**src/hslrgb_pkg.sv**
```systemverilog
// ----------------------------------------------------------------------------
// hslrgb_pkg
// Shared widths, hue breakpoints and the hue ramp helper of the HSL to RGB
// converter.
// ----------------------------------------------------------------------------
package hslrgb_pkg;

  localparam int unsigned COMP_W = 16;   // hue, lightness, saturation, rgb
  localparam int unsigned POS_W  = 18;   // hue position in 1/196608 turn
  localparam int unsigned FRAC_W = 16;   // ramp weight, 0 .. 32768
  localparam int unsigned QW     = 32;   // q, p, q - p in Q0.32
  localparam int unsigned PROD_W = QW + FRAC_W;
  localparam int unsigned SUM_W  = PROD_W + 1;
  localparam int unsigned NCH    = 3;

  // channel order inside the lane arrays
  localparam int unsigned CH_RED   = 0;
  localparam int unsigned CH_GREEN = 1;
  localparam int unsigned CH_BLUE  = 2;

  localparam logic [POS_W-1:0] TURN_POS       = 18'd196608;
  localparam logic [POS_W-1:0] THIRD_POS      = 18'd65536;
  localparam logic [POS_W-1:0] SIXTH_POS      = 18'd32768;
  localparam logic [POS_W-1:0] HALF_POS       = 18'd98304;
  localparam logic [POS_W-1:0] TWO_THIRDS_POS = 18'd131072;

  localparam logic [FRAC_W-1:0] FRAC_FULL  = 16'd32768;
  localparam logic [FRAC_W-1:0] FRAC_ZERO  = 16'd0;
  localparam logic [COMP_W-1:0] HALF_LEVEL = 16'd32768;
  localparam logic [COMP_W-1:0] COMP_MAX   = 16'hFFFF;
  localparam logic [SUM_W-1:0]  ROUND_HALF = 49'h0_0000_4000_0000; // 2^30

  typedef logic [POS_W-1:0]  pos_t;
  typedef logic [FRAC_W-1:0] frac_t;
  typedef logic [COMP_W-1:0] comp_t;
  typedef logic [QW-1:0]     qval_t;
  typedef logic [PROD_W-1:0] prod_t;

  // Weight of (q - p) in the ramp: result = p*32768 + (q - p)*weight.
  function automatic frac_t ramp_frac(input pos_t t);
    pos_t diff;
    diff = TWO_THIRDS_POS - t;
    if (t < SIXTH_POS) begin
      return t[FRAC_W-1:0];
    end else if (t < HALF_POS) begin
      return FRAC_FULL;
    end else if (t < TWO_THIRDS_POS) begin
      return diff[FRAC_W-1:0];
    end else begin
      return FRAC_ZERO;
    end
  endfunction

endpackage

```
**src/hsl_to_rgb_converter.sv**
```systemverilog
// Path: an accepted input beat passes the 3 pipe stages and then the output
//   register before it becomes its output beat.
// Throughput: one beat per cycle while out_stall is low; the three 32x16 ramp multipliers in stage 3
//   and the 16x16 lightness*saturation multiplier in stage 1 each take a beat
//   every cycle. Bubbles collapse on stall.
// Reset: rst_n (sync, active low) clears all stage valid bits; data regs keep.
// ----------------------------------------------------------------------------
// hsl_to_rgb_converter
// Pipelined HSL to RGB conversion, Q0.16 in and out, rounded and saturated.
// ----------------------------------------------------------------------------
module hsl_to_rgb_converter
  import hslrgb_pkg::*;
(
  input  logic        clk,
  input  logic        rst_n,
  input  logic        in_valid,
  output logic        in_stall,
  input  logic [15:0] in_hue,
  input  logic [15:0] in_lightness,
  input  logic [15:0] in_saturation,
  output logic        out_valid,
  input  logic        out_stall,
  output logic [15:0] out_red,
  output logic [15:0] out_green,
  output logic [15:0] out_blue
);

  // per-stage advance
  logic rdy1, rdy2, rdy3, rdy_out;

  // stage 1: L*S, ramp weights
  logic                    v1_r;
  comp_t                   lig1_r, sat1_r;
  logic                    grey1_r;
  qval_t                   ls1_r;
  logic [NCH-1:0][FRAC_W-1:0] f1_r;

  // stage 2: x, where p = L*2^16 - x and q - p = 2x
  logic                    v2_r;
  comp_t                   lig2_r;
  logic                    grey2_r;
  qval_t                   x2_r;
  logic [NCH-1:0][FRAC_W-1:0] f2_r;

  // stage 3: p and the three products
  logic                    v3_r;
  comp_t                   lig3_r;
  logic                    grey3_r;
  qval_t                   p3_r;
  logic [NCH-1:0][PROD_W-1:0] prod3_r;

  // output register
  logic                    out_valid_r;
  logic [NCH-1:0][COMP_W-1:0] rgb_r;

  // combinational next values
  pos_t                    th;
  pos_t                    t_red_raw;
  logic [NCH-1:0][POS_W-1:0] t_nxt;
  logic [NCH-1:0][FRAC_W-1:0] f1_nxt;
  qval_t                   ls_nxt;
  qval_t                   x2_nxt;
  qval_t                   p3_nxt;
  qval_t                   d2;
  logic [NCH-1:0][PROD_W-1:0] prod3_nxt;
  logic [NCH-1:0][SUM_W-1:0]  sum;
  logic [NCH-1:0][COMP_W-1:0] rgb_nxt;

  always_comb begin
    rdy_out  = !out_valid_r || !out_stall;
    rdy3     = !v3_r || rdy_out;
    rdy2     = !v2_r || rdy3;
    rdy1     = !v1_r || rdy2;
    in_stall = !rdy1;
  end

  // ---- stage 1 logic ----
  always_comb begin
    th        = {1'b0, in_hue, 1'b0} + {2'b00, in_hue};
    t_red_raw = th + THIRD_POS;
    t_nxt[CH_GREEN] = th;
    t_nxt[CH_RED]   = (t_red_raw >= TURN_POS) ? (t_red_raw - TURN_POS) : t_red_raw;
    t_nxt[CH_BLUE]  = (th < THIRD_POS) ? (th + TWO_THIRDS_POS) : (th - THIRD_POS);
    for (int c = 0; c < NCH; c++) begin
      f1_nxt[c] = ramp_frac(t_nxt[c]);
    end
    ls_nxt = {16'h0000, in_lightness} * {16'h0000, in_saturation};
  end

  // ---- stage 2 logic ----
  always_comb begin
    if (lig1_r < HALF_LEVEL) begin
      x2_nxt = ls1_r;
    end else begin
      x2_nxt = {sat1_r, 16'h0000} - ls1_r;
    end
  end

  // ---- stage 3 logic ----
  always_comb begin
    d2     = {x2_r[QW-2:0], 1'b0};
    p3_nxt = {lig2_r, 16'h0000} - x2_r;
    for (int c = 0; c < NCH; c++) begin
      prod3_nxt[c] = {16'h0000, d2} * {32'h0000_0000, f2_r[c]};
    end
  end

  // ---- output logic: add p*32768, round half up, saturate; grey beats take lightness ----
  always_comb begin
    for (int c = 0; c < NCH; c++) begin
      sum[c] = {2'b00, p3_r, 15'h0000} + {1'b0, prod3_r[c]} + ROUND_HALF;
      if (grey3_r) begin
        rgb_nxt[c] = lig3_r;
      end else if (sum[c][SUM_W-1:SUM_W-2] != 2'b00) begin
        rgb_nxt[c] = COMP_MAX;
      end else begin
        rgb_nxt[c] = sum[c][SUM_W-3:31];
      end
    end
  end

  // valid bits
  always_ff @(posedge clk) begin
    if (!rst_n) begin
      v1_r        <= 1'b0;
      v2_r        <= 1'b0;
      v3_r        <= 1'b0;
      out_valid_r <= 1'b0;
    end else begin
      if (rdy1)    v1_r        <= in_valid;
      if (rdy2)    v2_r        <= v1_r;
      if (rdy3)    v3_r        <= v2_r;
      if (rdy_out) out_valid_r <= v3_r;
    end
  end

  // payload
  always_ff @(posedge clk) begin
    if (rdy1) begin
      lig1_r  <= in_lightness;
      sat1_r  <= in_saturation;
      grey1_r <= (in_saturation == '0);
      ls1_r   <= ls_nxt;
      f1_r    <= f1_nxt;
    end
    if (rdy2) begin
      lig2_r  <= lig1_r;
      grey2_r <= grey1_r;
      x2_r    <= x2_nxt;
      f2_r    <= f1_r;
    end
    if (rdy3) begin
      lig3_r  <= lig2_r;
      grey3_r <= grey2_r;
      p3_r    <= p3_nxt;
      prod3_r <= prod3_nxt;
    end
    if (rdy_out) begin
      rgb_r <= rgb_nxt;
    end
  end

  assign out_valid = out_valid_r;
  assign out_red   = rgb_r[CH_RED];
  assign out_green = rgb_r[CH_GREEN];
  assign out_blue  = rgb_r[CH_BLUE];

endmodule

```
**config.mk**
```make
export PLATFORM = sky130hd
export DESIGN_NAME = hsl_to_rgb_converter
export DESIGN_NICKNAME = d
export VERILOG_FILES = /design/src/hslrgb_pkg.sv /design/src/hsl_to_rgb_converter.sv
export SDC_FILE = /design/constraint.sdc
export NUM_CORES = 2
export LEC_CHECK = 0
export ABC_CLOCK_PERIOD_IN_PS = 10310
export BUFFER_PORTS_ARGS = -buffer_cell sky130_fd_sc_hd__buf_2
export CAP_MARGIN = 10
export CORE_UTILIZATION = 70
export DETAILED_ROUTE_END_ITERATION = 7
export GPL_TIMING_DRIVEN = 1
export PLACE_DENSITY = 0.87
export SLEW_MARGIN = 40
export SYNTH_ARGS = -nofsm -noshare
export SYNTH_HDL_FRONTEND = slang
export SYNTH_SLANG_ARGS = --single-unit
```
**constraint.sdc**
```tcl
create_clock -name clk -period 10.31 [get_ports clk]
set_input_delay 1.031 -clock clk [delete_from_list [all_inputs] [get_ports clk]]
set_output_delay 1.031 -clock clk [all_outputs]
set_load 0.05 [all_outputs]
```
* Word-level counts from Yosys, hierarchy flattened
Cells that the tools add are included.
** Storage, ports and cells
- Register bits after elaboration :: 452
- Logic and storage cells :: 90
** Cells by class
- Add/subtract/negate cells :: 16
- Multiply operators :: 4
- Order comparisons :: 12
- Muxes and demuxes :: 18
- Reduce and logical (&&, ||, !) cells :: 14
** Operators by type and width (count)
- 2-to-1 mux 16 bit :: 15
- adder 47 x 48 -> 49 bit :: 3
- adder 49 x 31 -> 49 bit, second input constant :: 3
- multiplier 31 x 16 -> 47 bit :: 3
- < comparator 18 x 17 -> 1 bit, second input constant :: 4
- subtractor 32 bit :: 2
- < comparator 18 x 16 -> 1 bit, second input constant :: 3
- < comparator 18 bit, second input constant :: 3
- subtractor 1 x 16 -> 16 bit, first input constant :: 3
- 2-to-1 mux 18 bit :: 2
- multiplier 16 x 16 -> 32 bit :: 1
- 2-to-1 mux 32 bit :: 1
- adder 17 x 16 -> 18 bit :: 1
- adder 18 x 17 -> 18 bit, second input constant :: 1
- adder 18 bit, second input constant :: 1
- >= comparator 18 bit, second input constant :: 1
- subtractor 18 x 17 -> 18 bit, second input constant :: 1
- subtractor 18 bit, second input constant :: 1
- zero test 16 bit :: 1
- < comparator 16 bit, second input constant :: 1
- zero test 1 bit :: 6
- nonzero test 2 bit :: 3
- logical OR 1 bit :: 4

* Depth between registers and ports, before layout
- Depth after elaboration :: 8
- Depth in mapped cells :: 26
- Gate-level depth less buffers :: 24

* Worst setup path before layout
No wires, ideal clock.
- Path type :: input port to flip-flop
- From :: in in_saturation[4]
- To :: reg ls1_r[31], data pin
- Setup time :: 0.265 ns
- Data arrival time :: 6.628 ns
- Slack :: 3.418 ns
- Cell stages on the path :: 25
- Path buffers :: 2
- Path through :: clkbuf_1 -> clkbuf_1 -> nand2_1 -> fa_1 -> inv_1 -> fa_1 -> inv_1 -> fa_1 -> inv_1 -> fa_1 -> inv_1 -> fa_1 -> fa_1 -> inv_1 -> ha_1 -> a21o_1 -> a21o_1 -> a21oi_1 -> nor2_1 -> a211oi_1 -> a21boi_0 -> o21a_1 -> o21ba_2 -> a311oi_1 -> xnor2_1
** Between the ends
- Word-level cells in the longest chain between the ends :: 1
** Ends and longest elaborated chain
- start, declared :: RTL line hsl_to_rgb_converter.sv:20 : input logic [15:0] in_saturation,
- multiplier 16 x 16 -> 32 bit :: RTL line hsl_to_rgb_converter.sv:87 : ls_nxt = {16'h0000, in_lightness} * {16'h0000, in_saturation};
- named net ls_nxt[31] :: RTL line hsl_to_rgb_converter.sv:61 : qval_t ls_nxt;
- end signal, assigned :: RTL line hsl_to_rgb_converter.sv:143 : ls1_r <= ls_nxt;
- end, declared :: RTL line hsl_to_rgb_converter.sv:35 : qval_t ls1_r;
The timed path passes the listed nets, and every way through them passes these cells.
A chain may end at the register's enable or synchronous reset.

==> results.md <==
- The flow ran to the end, but the final reports show violations.
- The checks that failed: DRC.
- The count of synthesis-stage warnings from yosys is 0.
- The worst endpoint required time is 10.73 ns.
- For this design, the sink count on the clock tree is between 400 and 500.
- Synthesis produced a netlist whose cell count is 7762.
- The endpoint type of the worst setup path is a register.
- Leaving out fill and tap cells, the most frequent cell in the layout is sky130_fd_sc_hd__inv_1.
- The largest area contributor in the synthesized netlist is sky130_fd_sc_hd__fa_1.
- For this run, the slowest stage of the critical path takes 0.72 ns.
- The synthesized-area fraction occupied by ao, oa, aoi and oai cells is under 10%.
- The global placer's final weighted congestion is around 0.94.
- Data on the critical path arrives at its endpoint at around 8 ns.
- The overall die width is 328 um.
- The final-report max-slew violation count is 0.
- The I/O pin count is 102.
- After the last flow step, the layout net total stands at 9800.
- The tool flagged a number of max-cap violations equal to 0.
- The total stage count of the critical path is 23.
- On the final layout, the worst clock skew is 0.0295 ns.
- STA classifies the critical path startpoint as a register.
- For this run, the total global-route usage over all layers was measured as 38.6%.
- Of all nets on the critical path, the largest fanout is 34.
- The proportion of layout cells with a drive suffix above 1 is 4.55%.
- The signed area change from the synthesized netlist to the final layout is 4.59%.
- The DRC violation count after routing is 10.
- The fraction of the mapped netlist area in simple logic gates is 15.1%.
- By area the synthesized netlist is led by sky130_fd_sc_hd__fa_1 (38%), sky130_fd_sc_hd__edfxtp_1 (16%), sky130_fd_sc_hd__ha_1 (12%).
- The total overflow left after global routing is 0.
- The global-route wire length before repair is 320000 um.
- The startpoint of the worst setup timing path is x2_r[5]$_DFFE_PP_.
- Detailed routing inserted a total of about 56000 vias.
- The post-CTS setup buffer count is 0.
- The hold buffer count at cts is 0.
- The number of buffers and inverters on the critical path is 6.
- The capture point of the worst reg-to-reg path is prod3_r[87]$_DFFE_PP_.
- Following the worst setup path forward leads to its endpoint at prod3_r[87]$_DFFE_PP_.
- The post-layout instance count excluding filler cells is 9078.
- Counting the buffers created by CTS gives 48.
- The portion of the clock cycle consumed by the worst path in the final layout is 73.6%.
- The clock tree buffer depth is 3.
- The repair_antennas step left the layout with diodes totalling 0.
- The H-tree generated during clock tree synthesis spans 2 levels.
- The synthesized netlist devotes ~49% of its cell area to adder and majority cells.
- Once placement finished, the instance area stood at 76400 um2.
- In this run the critical register-to-register path is launched from x2_r[5]$_DFFE_PP_.
- The average instance in the mapped netlist occupies 9.61 um2.
- The synthesized netlist occupies a cell area of 74600 um2.
- The setup check on the worst reg-to-reg path leaves a slack of around 2.7 ns.
- Headroom to the max-slew limit came out at 38.0%.
- The root buffer selected by CTS is sky130_fd_sc_hd__clkbuf_16.
- For this run, the top clock speed supported by timing is 132 MHz.
- The type of the worst min-delay path is register to register.
- TritonCTS built the clock tree.
- The layout has 6875 filler cells.
- The via density per instance is 6.14.
- Setup repair after global routing left no endpoint under its margin.
- The number of antenna violations at the first check in global routing was 10.
- For this run, the leading register cell type out of synthesis is sky130_fd_sc_hd__edfxtp_1.
- The die is 328 um tall.
- The count of port buffers added during placement is 101.
- The wire length per cell is roughly 22 um.
- The core box area is 105000 um2.
- The via count of the first global-routing pass is 61300.
- After floorplanning, the core was divided into between 100 and 150 placement rows.
- The accumulated negative setup slack is 0 ns.
- The starting utilization of the core area is 70.7%.
- The pin count of the biggest net entering global routing is 81.
- The number of cell instances on the worst register-to-register path is 23.
- The number of enable-type register cells in the synthesized netlist is approximately 410.
- In this run, post-CTS repair resized a total of 0 instances.
- The pin slew with the least headroom to its limit is 0.930 ns.
- After synthesis, the netlist uses 100 different library cells.
- The count of nets left with antenna violations after detail routing is 0.
- Summed over all layers, the routed wires come to between 200000 and 250000 um.
- Broken down by cell family, the worst path's largest delay share belongs to adder cells.
- The area of all placed cells without fillers is 78000 um2.
- The clock transition at the register clock pins on the worst setup and hold paths after CTS is 0.07 ns.
- The type of the worst setup path is register to register.
- Walking the worst path, the cells encountered are buf_4 > nand2_1 > fa_1 > inv_1 > fa_1 > inv_1 > fa_1 > inv_1 > fa_1 > fa_1 > inv_1 > fa_1 > inv_1 > ha_1 > nand3_1 > nor2_1 > o21ai_0 > nor2_1 > o31ai_2 > o31ai_1 > a21o_1 > or2_1 > xor2_1.
- The cell with the largest stage delay on the worst path is sky130_fd_sc_hd__edfxtp_1.
- When the netlist entered floorplanning its net count stood at roughly 9900.
- Counting stages on the worst path, the most repeated cell is sky130_fd_sc_hd__fa_1.
- The sequential cell area fraction in the yosys report is 16.5%.
- Detailed placement ended at an HPWL of 151000 um.
- The post-synthesis mux area share is 0.0302%.
- The number of setup violations in the final report is 0.
- Of the total synthesized cell area, the portion taken by XOR and XNOR cells is under 10%.
- Of all flip-flops after synthesis, the portion carrying an async set or reset was 0%.
- The synthesis-stage register bit count is 410.
- Leaving out fill and tap cells, the most frequent cells in the layout are sky130_fd_sc_hd__inv_1 (1612), sky130_fd_sc_hd__fa_1 (1404), sky130_fd_sc_hd__nand2_1 (1179).
- The number of violations reported at the end of detailed-routing iteration 0 is approximately 5400.
- The largest family of logic cells by synthesized area is adder cells.
- The count of final hold-check violations is 0.
- The smallest clock period supported by the final layout is computed as 7.59 ns.
- The first-pass iteration count of the detailed router is 8.
- The area share of the largest cell type after synthesis is a little under two fifths.
- The number of cells in the design after placement is 8990.
- The die footprint is 108000 um2.
- The later pin in the worst-skew pair is clocked with a latency of slightly below 0.7 ns.
[sequential cells by signal (all words and copies together), names as in the netlist, 16 cells and up]
signal and flops:
prod3_r 99, f1_r 48, f2_r 48, ls1_r 32
p3_r 32, x2_r 32, lig1_r 16, lig2_r 16
lig3_r 16, out_blue 16, out_green 16, out_red 16
sat1_r 16
[cells by family (layout without fill, tap and decap cells)]
kind of cell    after synthesis  after routing
compound gates              712            712
mux                           1              1
fa+ha+maj                  2098           2098
buf+inv                    1988           1913
xor+xnor                    233            233
simple gates               2320           2320
flops                       410            410
[layout make-up]
cell class / instances / area (um2) / share of cell area, %
repair buffers: 213 / 1490 / 1.91
clock inverters: 27 / 292 / 0.374
clock buffers: 60 / 1290 / 1.65
inverters: 1613 / 6060 / 7.77
well taps: 1391 / 1740 / 2.23
flip-flops and latches: 410 / 12300 / 15.7
multi-input cells: 5364 / 54900 / 70.3
[through the flow]
stage / worst slack [ns] / hold WS, ns / util (%)
6_report: 2.72 / 0.393 / 74.0
5_1_grt: 2.53 / 0.412 / 74.0
4_1_cts: 2.83 / 0.389 / 74.0
3_5_place_dp: 2.83 / 0.405 / 72.5
3_3_place_gp: 2.99 / 0.401 / 72.2
2_1_floorplan: 3.42 / 0.400 / -
[how the worst min path moves through the flow]
stage                                endpoint                 from  slack [ns]  cells past startpoint
after floorplan             f2_r[0]$_DFFE_PP_    f1_r[0]$_DFFE_PN_        0.40                      0
after global placement     f2_r[22]$_DFFE_PP_   f1_r[22]$_DFFE_PN_        0.40                      0
after detailed placement   f2_r[35]$_DFFE_PP_   f1_r[35]$_DFFE_PN_        0.40                      0
after CTS                 lig2_r[1]$_DFFE_PP_  lig1_r[1]$_DFFE_PN_        0.39                      0
after global routing      lig2_r[7]$_DFFE_PP_  lig1_r[7]$_DFFE_PN_        0.41                      0
final                     lig2_r[1]$_DFFE_PP_  lig1_r[1]$_DFFE_PN_        0.39                      0
[Yosys cell counts (54+ instances only)]
| cell type | instances |
|---|---|
| sky130_fd_sc_hd__nor2_1 | 140 |
| sky130_fd_sc_hd__and2_1 | 700 |
| sky130_fd_sc_hd__a21o_1 | 98 |
| sky130_fd_sc_hd__nand3_1 | 54 |
| sky130_fd_sc_hd__a21oi_1 | 241 |
| sky130_fd_sc_hd__xnor2_1 | 160 |
| sky130_fd_sc_hd__inv_1 | 1613 |
| sky130_fd_sc_hd__nand2_1 | 1181 |
| sky130_fd_sc_hd__ha_1 | 694 |
| sky130_fd_sc_hd__fa_1 | 1404 |
| sky130_fd_sc_hd__o21ai_0 | 109 |
| sky130_fd_sc_hd__edfxtp_1 | 406 |
| sky130_fd_sc_hd__clkbuf_1 | 360 |
| sky130_fd_sc_hd__xor2_1 | 66 |
[routing by layer]
layer / track usage, % / wire length (um) / vias to the layer above
met1: 47.0 / 68900 / 27700
li1: - / - / 23600
met3: 11.7 / 26800 / 924
met4: 20.1 / 12200 / 6
met5: 0.488 / 107 / -
met2: 62.1 / 93400 / 3570
Power is left out: the tool's default activity adds up to more than one toggle a clock period on the data nets, which glitch-free logic cannot reach.
